## src/rtl/u8n1_pkg.sv

```systemverilog
// Shared types and constants for the 8N1 UART transceiver.
// No dependencies; used by the top level, the receiver, the transmitter and the checker.
package u8n1_pkg;

  localparam int TX_DEPTH_DEF = 16;
  localparam int RX_DEPTH_DEF = 16;

  localparam int TICKS_W      = 16;
  localparam int RX_TIMER_W   = 17;
  localparam int TX_TIMER_W   = 20;
  localparam int FRAME_W      = 10;
  localparam int RX_ENTRY_W   = 9;

  localparam logic [TICKS_W-1:0] TICKS_RESET = 16'd104;
  localparam logic [FRAME_W-1:0] RX_MARK     = 10'h200;

  localparam logic [1:0] KIND_DATA     = 2'd0;
  localparam logic [1:0] KIND_LINE_ERR = 2'd1;
  localparam logic [1:0] KIND_BREAK    = 2'd2;

  typedef struct packed {
    logic       rx_line;
    logic       send_valid;
    logic [7:0] send_data;
    logic       break_request;
    logic       read_request;
  } in_item_t;

  typedef struct packed {
    logic       read_valid;
    logic [1:0] read_kind;
    logic [7:0] read_data;
    logic       rx_nonempty;
  } rx_res_t;

  typedef struct packed {
    logic tx_line;
    logic send_accepted;
    logic break_accepted;
    logic tx_busy;
  } tx_res_t;

endpackage

```

## src/rtl/uart_8n1_transceiver.sv

```systemverilog
// 8N1 UART transceiver, one timer tick per transaction.
// Input register, then result register; ring reads use registered RAM ports with write bypass.
// Throughput: one transaction per cycle while the output is not stalled by out_ready.
// Reset (rst_n, synchronous, active low): rings empty, receiver idle, tx line high,
// ticks_per_bit = 104; ring contents are not cleared.
module uart_8n1_transceiver #(
  parameter int TX_DEPTH = u8n1_pkg::TX_DEPTH_DEF,
  parameter int RX_DEPTH = u8n1_pkg::RX_DEPTH_DEF
) (
  input  logic                         clk,
  input  logic                         rst_n,
  input  logic                         cfg_wr_en,
  input  logic [u8n1_pkg::TICKS_W-1:0] cfg_wr_data,
  input  logic                         in_valid,
  output logic                         in_ready,
  input  logic                         in_rx_line,
  input  logic                         in_send_valid,
  input  logic [7:0]                   in_send_data,
  input  logic                         in_break_request,
  input  logic                         in_read_request,
  output logic                         out_valid,
  input  logic                         out_ready,
  output logic                         out_tx_line,
  output logic                         out_send_accepted,
  output logic                         out_break_accepted,
  output logic                         out_read_valid,
  output logic [1:0]                   out_read_kind,
  output logic [7:0]                   out_read_data,
  output logic                         out_rx_nonempty,
  output logic                         out_tx_busy
);

  logic [u8n1_pkg::TICKS_W-1:0] ticks_r;
  logic                         in_vld_r, out_vld_r, adv;
  u8n1_pkg::in_item_t           item_r;
  u8n1_pkg::rx_res_t            rx_res, rx_res_r;
  u8n1_pkg::tx_res_t            tx_res, tx_res_r;

  assign adv      = in_vld_r && (!out_vld_r || out_ready);
  assign in_ready = !in_vld_r || adv;

  always_ff @(posedge clk) begin
    if (!rst_n) begin
      ticks_r   <= u8n1_pkg::TICKS_RESET;
      in_vld_r  <= 1'b0;
      out_vld_r <= 1'b0;
    end else begin
      if (cfg_wr_en) begin
        ticks_r <= cfg_wr_data;
      end
      if (in_ready) begin
        in_vld_r <= in_valid;
      end
      if (adv) begin
        out_vld_r <= 1'b1;
      end else if (out_ready) begin
        out_vld_r <= 1'b0;
      end
    end
  end

  always_ff @(posedge clk) begin
    if (in_valid && in_ready) begin
      item_r.rx_line       <= in_rx_line;
      item_r.send_valid    <= in_send_valid;
      item_r.send_data     <= in_send_data;
      item_r.break_request <= in_break_request;
      item_r.read_request  <= in_read_request;
    end
    if (adv) begin
      rx_res_r <= rx_res;
      tx_res_r <= tx_res;
    end
  end

  u8n1_rx #(.RX_DEPTH(RX_DEPTH)) u_rx (
    .clk          (clk),
    .rst_n        (rst_n),
    .en           (adv),
    .ticks        (ticks_r),
    .rx_line      (item_r.rx_line),
    .read_request (item_r.read_request),
    .res          (rx_res)
  );

  u8n1_tx #(.TX_DEPTH(TX_DEPTH)) u_tx (
    .clk           (clk),
    .rst_n         (rst_n),
    .en            (adv),
    .ticks         (ticks_r),
    .send_valid    (item_r.send_valid),
    .send_data     (item_r.send_data),
    .break_request (item_r.break_request),
    .res           (tx_res)
  );

  assign out_valid          = out_vld_r;
  assign out_tx_line        = tx_res_r.tx_line;
  assign out_send_accepted  = tx_res_r.send_accepted;
  assign out_break_accepted = tx_res_r.break_accepted;
  assign out_tx_busy        = tx_res_r.tx_busy;
  assign out_read_valid     = rx_res_r.read_valid;
  assign out_read_kind      = rx_res_r.read_kind;
  assign out_read_data      = rx_res_r.read_data;
  assign out_rx_nonempty    = rx_res_r.rx_nonempty;

endmodule

```

## src/rtl/u8n1_ram.sv

```systemverilog
// Generic single-write, single-read RAM with registered read data.
// No dependencies.
module u8n1_ram #(
  parameter int WIDTH = 8,
  parameter int DEPTH = 16
) (
  input  logic                     clk,
  input  logic                     we,
  input  logic [$clog2(DEPTH)-1:0] waddr,
  input  logic [WIDTH-1:0]         wdata,
  input  logic [$clog2(DEPTH)-1:0] raddr,
  output logic [WIDTH-1:0]         rdata
);

  logic [WIDTH-1:0] mem [DEPTH];

  always_ff @(posedge clk) begin
    if (we) begin
      mem[waddr] <= wdata;
    end
    rdata <= mem[raddr];
  end

endmodule

```

## src/rtl/u8n1_rx.sv

```systemverilog
// Receiver: falling-edge detect, bit sampling and the receive ring with pop.
// Depends on u8n1_pkg and u8n1_ram.
module u8n1_rx #(
  parameter int RX_DEPTH = u8n1_pkg::RX_DEPTH_DEF
) (
  input  logic                         clk,
  input  logic                         rst_n,
  input  logic                         en,
  input  logic [u8n1_pkg::TICKS_W-1:0] ticks,
  input  logic                         rx_line,
  input  logic                         read_request,
  output u8n1_pkg::rx_res_t            res
);

  localparam int PW = $clog2(RX_DEPTH);
  localparam logic [PW-1:0] LAST = PW'(RX_DEPTH - 1);
  localparam int TW = u8n1_pkg::RX_TIMER_W;
  localparam int EW = u8n1_pkg::RX_ENTRY_W;

  logic          busy_r, busy_nxt;
  logic [TW-1:0] timer_r, timer_nxt;
  logic [9:0]    shift_r, shift_nxt;
  logic [PW-1:0] head_r, head_nxt, tail_r, tail_nxt;
  logic          last_r;
  logic          byp_r;
  logic [EW-1:0] byp_data_r;

  logic [9:0]    shift_s;
  logic [TW-1:0] t3h;
  logic [PW-1:0] head_inc, tail_inc;
  logic          we, pop;
  logic [EW-1:0] wdata, ram_q, rd_q, entry;

  assign head_inc = (head_r == LAST) ? '0 : head_r + 1'b1;
  assign tail_inc = (tail_r == LAST) ? '0 : tail_r + 1'b1;
  assign shift_s  = {rx_line, shift_r[9:1]};
  assign wdata    = shift_s[9:1];
  assign t3h      = {1'b0, ticks} + TW'(ticks[u8n1_pkg::TICKS_W-1:1]);

  always_comb begin
    busy_nxt  = busy_r;
    timer_nxt = timer_r;
    shift_nxt = shift_r;
    head_nxt  = head_r;
    we        = 1'b0;
    if (!busy_r) begin
      if (last_r && !rx_line) begin
        busy_nxt  = 1'b1;
        timer_nxt = t3h;
        shift_nxt = u8n1_pkg::RX_MARK;
      end
    end else if (timer_r[TW-1:1] == '0) begin
      shift_nxt = shift_s;
      timer_nxt = {1'b0, ticks};
      if (shift_s[0]) begin
        busy_nxt = 1'b0;
        if (head_inc != tail_r) begin
          we       = en;
          head_nxt = head_inc;
        end
      end
    end else begin
      timer_nxt = timer_r - 1'b1;
    end
  end

  assign rd_q     = byp_r ? byp_data_r : ram_q;
  assign entry    = (we && head_r == tail_r) ? wdata : rd_q;
  assign pop      = en && read_request && (head_nxt != tail_r);
  assign tail_nxt = pop ? tail_inc : tail_r;

  always_comb begin
    res.read_valid  = pop;
    res.read_data   = pop ? entry[7:0] : 8'd0;
    res.read_kind   = u8n1_pkg::KIND_DATA;
    if (pop) begin
      if (entry[8]) begin
        res.read_kind = u8n1_pkg::KIND_DATA;
      end else if (entry == '0) begin
        res.read_kind = u8n1_pkg::KIND_BREAK;
      end else begin
        res.read_kind = u8n1_pkg::KIND_LINE_ERR;
      end
    end
    res.rx_nonempty = head_nxt != tail_nxt;
  end

  u8n1_ram #(.WIDTH(EW), .DEPTH(RX_DEPTH)) u_ring (
    .clk   (clk),
    .we    (we),
    .waddr (head_r),
    .wdata (wdata),
    .raddr (tail_nxt),
    .rdata (ram_q)
  );

  always_ff @(posedge clk) begin
    if (!rst_n) begin
      busy_r  <= 1'b0;
      timer_r <= '0;
      shift_r <= '0;
      head_r  <= '0;
      tail_r  <= '0;
      last_r  <= 1'b1;
      byp_r   <= 1'b0;
    end else begin
      byp_r <= we && (head_r == tail_nxt);
      if (en) begin
        busy_r  <= busy_nxt;
        timer_r <= timer_nxt;
        shift_r <= shift_nxt;
        head_r  <= head_nxt;
        tail_r  <= tail_nxt;
        last_r  <= rx_line;
      end
    end
  end

  always_ff @(posedge clk) begin
    byp_data_r <= wdata;
  end

endmodule

```

## src/rtl/u8n1_tx.sv

```systemverilog
// Transmitter: bit timer, frame shifter, break generator and transmit ring.
// Depends on u8n1_pkg and u8n1_ram.
module u8n1_tx #(
  parameter int TX_DEPTH = u8n1_pkg::TX_DEPTH_DEF
) (
  input  logic                         clk,
  input  logic                         rst_n,
  input  logic                         en,
  input  logic [u8n1_pkg::TICKS_W-1:0] ticks,
  input  logic                         send_valid,
  input  logic [7:0]                   send_data,
  input  logic                         break_request,
  output u8n1_pkg::tx_res_t            res
);

  localparam int PW = $clog2(TX_DEPTH);
  localparam logic [PW-1:0] LAST = PW'(TX_DEPTH - 1);
  localparam int TW = u8n1_pkg::TX_TIMER_W;
  localparam int FW = u8n1_pkg::FRAME_W;

  logic          active_r, active_nxt;
  logic [TW-1:0] timer_r, timer_nxt;
  logic [FW-1:0] frame_r, frame_nxt;
  logic          level_r, level_nxt;
  logic [PW-1:0] head_r, head_nxt, tail_r, tail_nxt;
  logic          byp_r;
  logic [7:0]    byp_data_r;

  logic [PW-1:0] head_inc, tail_inc, raddr;
  logic [7:0]    ram_q, rd_q;
  logic          brk, we;

  assign head_inc = (head_r == LAST) ? '0 : head_r + 1'b1;
  assign tail_inc = (tail_r == LAST) ? '0 : tail_r + 1'b1;
  assign rd_q     = byp_r ? byp_data_r : ram_q;

  always_comb begin
    active_nxt = active_r;
    timer_nxt  = timer_r;
    frame_nxt  = frame_r;
    level_nxt  = level_r;
    tail_nxt   = tail_r;
    head_nxt   = head_r;
    we         = 1'b0;
    brk        = 1'b0;
    if (active_r) begin
      if (timer_r[TW-1:1] == '0) begin
        timer_nxt = TW'(ticks);
        if (frame_r == '0) begin
          if (head_r != tail_r) begin
            frame_nxt = {1'b1, rd_q, 1'b0};
            tail_nxt  = tail_inc;
          end else begin
            active_nxt = 1'b0;
          end
        end else begin
          level_nxt = frame_r[0];
          frame_nxt = {1'b0, frame_r[FW-1:1]};
        end
      end else begin
        timer_nxt = timer_r - 1'b1;
      end
    end
    if (break_request && head_r == tail_nxt) begin
      brk        = 1'b1;
      frame_nxt  = FW'(1);
      level_nxt  = 1'b0;
      timer_nxt  = {ticks, 4'b0000};
      active_nxt = 1'b1;
    end
    if (send_valid && head_inc != tail_nxt) begin
      we       = en;
      head_nxt = head_inc;
      if (!active_nxt) begin
        active_nxt = 1'b1;
        timer_nxt  = TW'(1);
      end
    end
  end

  assign raddr = en ? tail_nxt : tail_r;

  always_comb begin
    res.tx_line        = level_nxt;
    res.send_accepted  = head_nxt != head_r;
    res.break_accepted = brk;
    res.tx_busy        = active_nxt || (head_nxt != tail_nxt);
  end

  u8n1_ram #(.WIDTH(8), .DEPTH(TX_DEPTH)) u_ring (
    .clk   (clk),
    .we    (we),
    .waddr (head_r),
    .wdata (send_data),
    .raddr (raddr),
    .rdata (ram_q)
  );

  always_ff @(posedge clk) begin
    if (!rst_n) begin
      active_r <= 1'b0;
      timer_r  <= '0;
      frame_r  <= '0;
      level_r  <= 1'b1;
      head_r   <= '0;
      tail_r   <= '0;
      byp_r    <= 1'b0;
    end else begin
      byp_r <= we && (head_r == raddr);
      if (en) begin
        active_r <= active_nxt;
        timer_r  <= timer_nxt;
        frame_r  <= frame_nxt;
        level_r  <= level_nxt;
        head_r   <= head_nxt;
        tail_r   <= tail_nxt;
      end
    end
  end

  always_ff @(posedge clk) begin
    byp_data_r <= send_data;
  end

endmodule

```

## config.mk

```make
export PLATFORM = sky130hd
export DESIGN_NAME = uart_8n1_transceiver
export DESIGN_NICKNAME = d
export VERILOG_FILES = /design/src/rtl/u8n1_pkg.sv /design/src/rtl/uart_8n1_transceiver.sv /design/src/rtl/u8n1_ram.sv /design/src/rtl/u8n1_rx.sv /design/src/rtl/u8n1_tx.sv
export SDC_FILE = /design/constraint.sdc
export NUM_CORES = 1
export LEC_CHECK = 0
export CORE_MARGIN = 8
export CORE_UTILIZATION = 55
export DETAILED_ROUTE_END_ITERATION = 8
export DONT_BUFFER_PORTS = 1
export PLACE_DENSITY = 0.7
export SLEW_MARGIN = 0
export SYNTH_ARGS = -nofsm -noshare
export SYNTH_HDL_FRONTEND = slang
export SYNTH_SLANG_ARGS = --single-unit
```

## constraint.sdc

```tcl
create_clock -name clk -period 7 [get_ports clk]
set_clock_uncertainty 0.15 [all_clocks]
set_input_delay 0.35 -clock clk [delete_from_list [all_inputs] [get_ports clk]]
set_output_delay 0.35 -clock clk [all_outputs]
set_load 0.005 [all_outputs]
```

==> results.yml, run 1 <==
sta:
  maxClockFrequency_mhz: 180
  period_share: 0.794
  min_period_ns: 5.56
  grt_setup_unrepaired: "no"
  tightest_slew_ns: 1.26
  tns_ns: 0
  setup_viol: 0
  slew_headroom: 0.160
  slew_violations: 0
  finalHoldViolCount: 0
floorplanning:
  pin_count: 51
  die_w_um: 217
  dieHeight_um: 217
  fp.coreArea_um2: 39800
  initial_utilization: 0.559
  rows: 73
  die-area_um2: 47200
synth:
  yosysSeqAreaShare: 0.522
  yosysTopAreaCellShare: 0.405
  synthFlopType: "edfxtp_1"
  synth-seq-cells: 430
  avgSynthCellArea_um2: 10.4
  netlist_top_cells_count: "edfxtp_1, nand2_1, nand3_1"
  syn_area_um2: 22300
  synthArstFlopShare: 0
  syn-num-nets: 2214
  yosys.area.top_type: "edfxtp_1"
  syn_inst: 2151
  yosys_warnings: 0
  synth.distinct_cells: 83
  yosysMostFrequentCell: "edfxtp_1"
  yosys-top-cells-area: "edfxtp_1, dfxtp_1, nand3_1"
  synth_edf_count: 300
clock_tree:
  root_buffer: "clkbuf_16"
  numCtsBuffers: 46
  cts.sinks: 430
  cts.clk_slew.worst_paths_ns: 0.06
  cts_tree: "done"
  cts_max_path_buffers: 3
  insertion_delay_ns: 0.60
  htree_levels: 2
critical_path:
  reg2reg_slack_ns: 1.44
  r2r_end: "u_tx.level_r$_SDFFE_PN1P_"
  r2r_start: "u_tx.active_r$_SDFFE_PN0P_"
  endpoint_kind: "flip-flop"
  cp.arrival_ns: 5.90
  critical_path_class: "reg -> reg"
  cp-start-kind: "flip-flop"
  r2r_cells: 10
  cp_max_fo: 29
  worstPathRequired_ns: 7.34
detailed_routing:
  postRouteWirelength_mm: 64.0
  wl_per_cell_um: 23.8
  vias: 18163
  dr.pass1.iters: 6
  drt_iter0_drc: 2157
  antenna_left: 0
  remaining_drc_errors: 0
  vias_per_cell: 6.75
run:
  cap_viol_max_count: 0
status:
  status: "finished clean"
placement:
  gp_congestion: 0.886
  io_buffers: 0
  dpl.cell_count: 2552
  detailedPlacementHpwl_mm: 38.3
global_route:
  overflow: 0
  groute.usage.overall: 0.262
  grt_max_degree: 92
  antenna_found_initial: 1
  grt_pass1_wl_mm: 98.8
  grt_pass1_vias: 17408
worst_hold_path:
  hold_end: "u_rx.shift_r[4]$_SDFFE_PN0P_"
  hold_depth: 3
  holdCritPathClass: "in -> reg"
  holdCritStartpoint: "rst_n"
power:
  power_density_nw_per_um2: 236
  ir_drop_mv: 0.248
  leakage_nw: 8.66
final_layout:
  drive_above_1_share: 0.0979
  fin_nets: 2191
  instances_no_fill: 2691
  syn2layout_area_growth_pct: 11.6
  n_antenna_cell: 0
-- power by group --
group	switching [W]	total [W]	internal [W]
combinational	0.000289	0.000475	0.000186
clock	0.00107	0.00259	0.00152
sequential	0.0000633	0.00281	0.00274
total	0.00142	0.00587	0.00445
-- layer usage --
layer	vias to the layer above	wire [um]	global-route usage
met4	0	2750	0.121
met3	185	5560	0.0398
li1	8160	-	-
met2	1022	30300	0.430
met5	-	0	0
met1	8796	25400	0.341
-- metrics by stage --
stage / utilization / instance area [um^2] / worst slack, ns / total power (W) / hold slack, ns
detailed placement: 0.569 / 22700 / 1.54 / 0.00329 / 0.295
global placement: 0.569 / 22700 / 1.73 / 0.00328 / 0.292
floorplan: - / 22300 / 3.17 / 0.00319 / 0.283
finish: 0.624 / 24800 / 1.44 / 0.00587 / 0.147
global route: 0.624 / 24800 / 0.981 / 0.00604 / 0.183
CTS: 0.624 / 24800 / 1.52 / 0.00588 / 0.130
-- repair_timing --
action                                 CTS  global route
buffers inserted                         0             0
hold buffers                            53             0
endpoints found under the hold margin   53             0
gates resized for setup                  0             0
-- how the worst max path moves through the flow --
stage / startpoint / endpoint / slack, ns / cells past startpoint
6_report: u_tx.active_r$_SDFFE_PN0P_ / u_tx.level_r$_SDFFE_PN1P_ / 1.44 / 10
5_1_grt: u_tx.active_r$_SDFFE_PN0P_ / u_tx.level_r$_SDFFE_PN1P_ / 0.98 / 10
4_1_cts: u_tx.active_r$_SDFFE_PN0P_ / u_tx.level_r$_SDFFE_PN1P_ / 1.52 / 10
3_5_place_dp: u_rx.head_r[0]$_SDFFE_PN0P_ / u_rx.u_ring.rdata[1]$_DFF_P_ / 1.54 / 13
3_3_place_gp: u_rx.head_r[0]$_SDFFE_PN0P_ / u_rx.u_ring.rdata[8]$_DFF_P_ / 1.73 / 13
2_1_floorplan: u_tx.tail_r[2]$_SDFF_PN0_ / u_tx.u_ring.mem[3][0]$_DFFE_PP_ / 3.17 / 10
-- sequential cells by signal (all words and copies together), names as in the netlist, 8 cells and up --
signal / cells
u_rx.u_ring.mem: 144
u_tx.u_ring.mem: 128
u_tx.timer_r: 20
u_rx.timer_r: 17
ticks_r: 16
item_r: 12
u_tx.frame_r: 10
u_rx.byp_data_r: 9
u_rx.shift_r: 9
u_rx.u_ring.rdata: 9
out_read_data: 8
u_tx.byp_data_r: 8
u_tx.u_ring.rdata: 8
-- cell families (layout without fill, tap and decap cells) --
kind of cell,after synthesis,count (layout),synth area share
AOI/OAI and AO/OA,487,487,0.149
xor gates and xnor gates,56,56,0.0233
adders and majority gates,30,30,0.0172
buffers and inverters,210,225,0.0378
DFF,430,430,0.522
muxes,107,107,0.0684
and+or+nand+nor,831,831,0.182
-- layout make-up --
type	instances	area, um^2
fillers	3057	15000
flip-flops and latches	430	11600
multi-input cells	1511	9910
clock buffers	55	1200
repair buffers	100	893
well taps	525	657
clock inverters	31	415
inverters	39	146
-- layout by cell type, fill, tap and decap left out, types with 21 or more instances in the layout --
cell type / instances
dlygate4sd3_1: 52
buf_4: 47
mux2i_1: 53
a211oi_1: 23
nor2_1: 148
mux4_2: 34
ha_1: 29
a31oi_1: 62
o211ai_1: 29
a22o_1: 45
and2_1: 27
and3_1: 75
xor2_1: 21
xnor2_1: 33
edfxtp_1: 300
nor3_1: 41
nand4_1: 52
nand2_1: 213
inv_1: 36
o21ai_0: 100
dfxtp_1: 129
a21oi_1: 80
nand3_1: 199
clkbuf_16: 46
a311oi_1: 25
-- worst max-delay path, cell delays in order, from the launching register on --
cell	delay, ns
dfxtp_1	0.98
nand4b_1	0.32
or4_1	0.66
nor4_1	0.62
nor3_1	0.13
nand4b_1	0.67
inv_1	0.94
a21oi_1	0.18
nor2_1	0.13
o21ai_0	0.09
dlygate4sd3_1	0.56
No activity file was read; power rests on OpenSTA's default activity.
==> run 2, diff against run 1 <==
Settings changed: ABC_AREA set to 1, PLACE_DENSITY 0.7 to 0.73.
Clock period 7 ns to 4.81 ns, I/O delays scaled along.
==> run 2 against run 1 <==
Synthesized cell count is 2.0% higher. Die area decreased by 7.9%. Flip-flop and latch count unchanged. Maximum frequency is 32% higher. Worst setup slack worse by 0.83 ns. Utilization fell by 0.37 points. Routed wire length fell by 19%. Critical path depth rose by 10. Combinational power increased by 59%. Highest routed layer unchanged.
==> results.yml, run 2 <==
status:
  status: "finished clean"
synth:
  synth_edf_count: 300
  synth.distinct_cells: 54
  syn-num-nets: 2258
  syn_area_um2: 20400
  yosys_warnings: 0
  syn_inst: 2195
  netlist_top_cells_count: "nand2_1, edfxtp_1, nand3_1"
  avgSynthCellArea_um2: 9.28
  synthFlopType: "edfxtp_1"
  yosysMostFrequentCell: "nand2_1"
  yosysTopAreaCellShare: 0.442
  synthArstFlopShare: 0
  yosysSeqAreaShare: 0.570
  yosys-top-cells-area: "edfxtp_1, dfxtp_1, nand2_1"
  yosys.area.top_type: "edfxtp_1"
  synth-seq-cells: 430
power:
  ir_drop_mv: 0.334
  leakage_nw: 9.12
  power_density_nw_per_um2: 375
  fin_total_pwr_w: 0.00849
global_route:
  overflow: 0
  grt_pass1_wl_mm: 81.4
  grt_pass1_vias: 14988
  grt_max_degree: 76
  antenna_found_initial: 1
  groute.usage.overall: 0.233
floorplanning:
  fp.coreArea_um2: 36500
  initial_utilization: 0.557
  die_w_um: 208
  die-area_um2: 43400
  dieHeight_um: 208
  pin_count: 51
  rows: 70
clock_tree:
  cts_tree: "done"
  cts_max_path_buffers: 3
  root_buffer: "clkbuf_16"
  numCtsBuffers: 45
  htree_levels: 2
  insertion_delay_ns: 0.59
  cts.clk_slew.worst_paths_ns: 0.06
  cts.sinks: 430
  cts_resized: 0
critical_path:
  path_buf_inv: 3
  cp.depth: 20
  cp.arrival_ns: 4.24
  max_stage_delay_ns: 0.68
  cpLargestDelayFamily: "simple AND/OR/NAND/NOR gates"
  cp_max_fo: 13
  cp-start-kind: "flip-flop"
  cp_cell_sequence: "nor2_1, nand2_1, inv_1, nand2_1, nor2_2, nand2_2, nor2_4, nand2_2, nor2_1, nand2_1, nand2_2, xor2_1, nor2_1, nand2_2, nand2_2, inv_2, nand2_1, inv_2, nand2_1, nor2_1"
  critical_path_class: "reg -> reg"
  critical-path-slowest-cell: "nor2_1"
  endpoint_kind: "flip-flop"
  worstPathRequired_ns: 4.85
  r2r_cells: 20
sta:
  whs_ns: 0.137
  tightest_slew_ns: 1.09
  period_share: 0.872
  tns_ns: 0
  min_period_ns: 4.20
  finalHoldViolCount: 0
  slew_headroom: 0.272
  maxClockFrequency_mhz: 238
  setup_viol: 0
  slew_violations: 0
  grt_setup_unrepaired: "no"
detailed_routing:
  wl_per_cell_um: 19.1
  antenna_left: 0
  remaining_drc_errors: 0
  dr.pass1.iters: 6
  postRouteWirelength_mm: 51.8
  drt_iter0_drc: 1633
  vias_per_cell: 5.79
  vias: 15745
final_layout:
  drive_above_1_share: 0.0850
  fin_nets: 2277
  design_area_um2: 22600
  final_util: 0.620
  final_common_cell: "nand2_1"
  largest_reg_flops: 144
  syn2layout_area_growth_pct: 11.2
  top_register: "u_rx.u_ring.mem"
  final_cell_mix: "nand2_1, edfxtp_1, nand3_1"
  largest_registers: "u_rx.u_ring.mem (144), u_tx.u_ring.mem (128), u_tx.timer_r (20)"
  nFillCells: 2987
run:
  cap_viol_max_count: 0
placement:
  io_buffers: 0
  dpl_cell_area_um2: 20700
  detailedPlacementHpwl_mm: 32.5
  gp_congestion: 0.902
worst_hold_path:
  hold_depth: 1
  holdCritPathClass: "in -> reg"
run 2: layout make-up:
| class | instances | area [um^2] | share of cell area |
|---|---|---|---|
| Tap cell | 468 | 586 | 0.0259 |
| Clock buffer | 56 | 1210 | 0.0534 |
| Inverter | 289 | 1080 | 0.0479 |
| Antenna cell | 1 | 2.50 | 0.000111 |
| Clock inverter | 25 | 325 | 0.0144 |
| Multi-Input combinational cell | 1376 | 7160 | 0.316 |
| Sequential cell | 430 | 11600 | 0.513 |
| Timing Repair Buffer | 72 | 668 | 0.0295 |
run 2: logic make-up (layout without fill, tap and decap cells):
kind of cell / Yosys count / after routing / share of synthesized area
mux: 7 / 7 / 0.00344
compound gates: 365 / 365 / 0.103
other cells: 0 / 1 / 0
fa+ha+maj: 30 / 30 / 0.0188
xor+xnor: 38 / 38 / 0.0163
simple gates: 936 / 936 / 0.209
flops: 430 / 430 / 0.570
buf+inv: 389 / 442 / 0.0789
run 2: what timing repair did:
action / CTS / global route
hold buffers: 42 / 0
buffers inserted: 0 / 0
endpoints found under the hold margin: 90 / 0
run 2: final timing paths:
check / start / to / slack (ns)
max: u_tx.timer_r[3]$_SDFFE_PN0P_ / u_tx.u_ring.mem[14][7]$_DFFE_PP_ / 0.61
min: in_send_data[2] / item_r[4]$_DFFE_PP_ / 0.14
max reg2reg: u_tx.timer_r[3]$_SDFFE_PN0P_ / u_tx.u_ring.mem[14][7]$_DFFE_PP_ / 0.61
min reg2reg: u_tx.frame_r[6]$_SDFFE_PN0P_ / u_tx.frame_r[6]$_SDFFE_PN0P_ / 0.32
run 2: stage by stage:
step,setup slack [ns],instances
2_1_floorplan,1.72,2195
3_3_place_gp,0.728,2593
3_5_place_dp,0.709,2593
4_1_cts,0.696,2716
5_1_grt,0.345,2717
6_report,0.613,2717
run 2: where the power goes:
part / internal (W) / total [W] / switching [W]
Combinational: 0.000262 / 0.000757 / 0.000495
Clock: 0.00217 / 0.00363 / 0.00146
Sequential: 0.00401 / 0.00411 / 0.0000929
run 2: per-layer routing:
| layer | share of wire | up-vias | track usage |
|---|---|---|---|
| met5 | 0 | - | 0 |
| met4 | 0.033 | 0 | 0.0871 |
| met3 | 0.075 | 116 | 0.0443 |
| met2 | 0.47 | 646 | 0.384 |
| met1 | 0.42 | 7511 | 0.303 |
| li1 | - | 7472 | - |
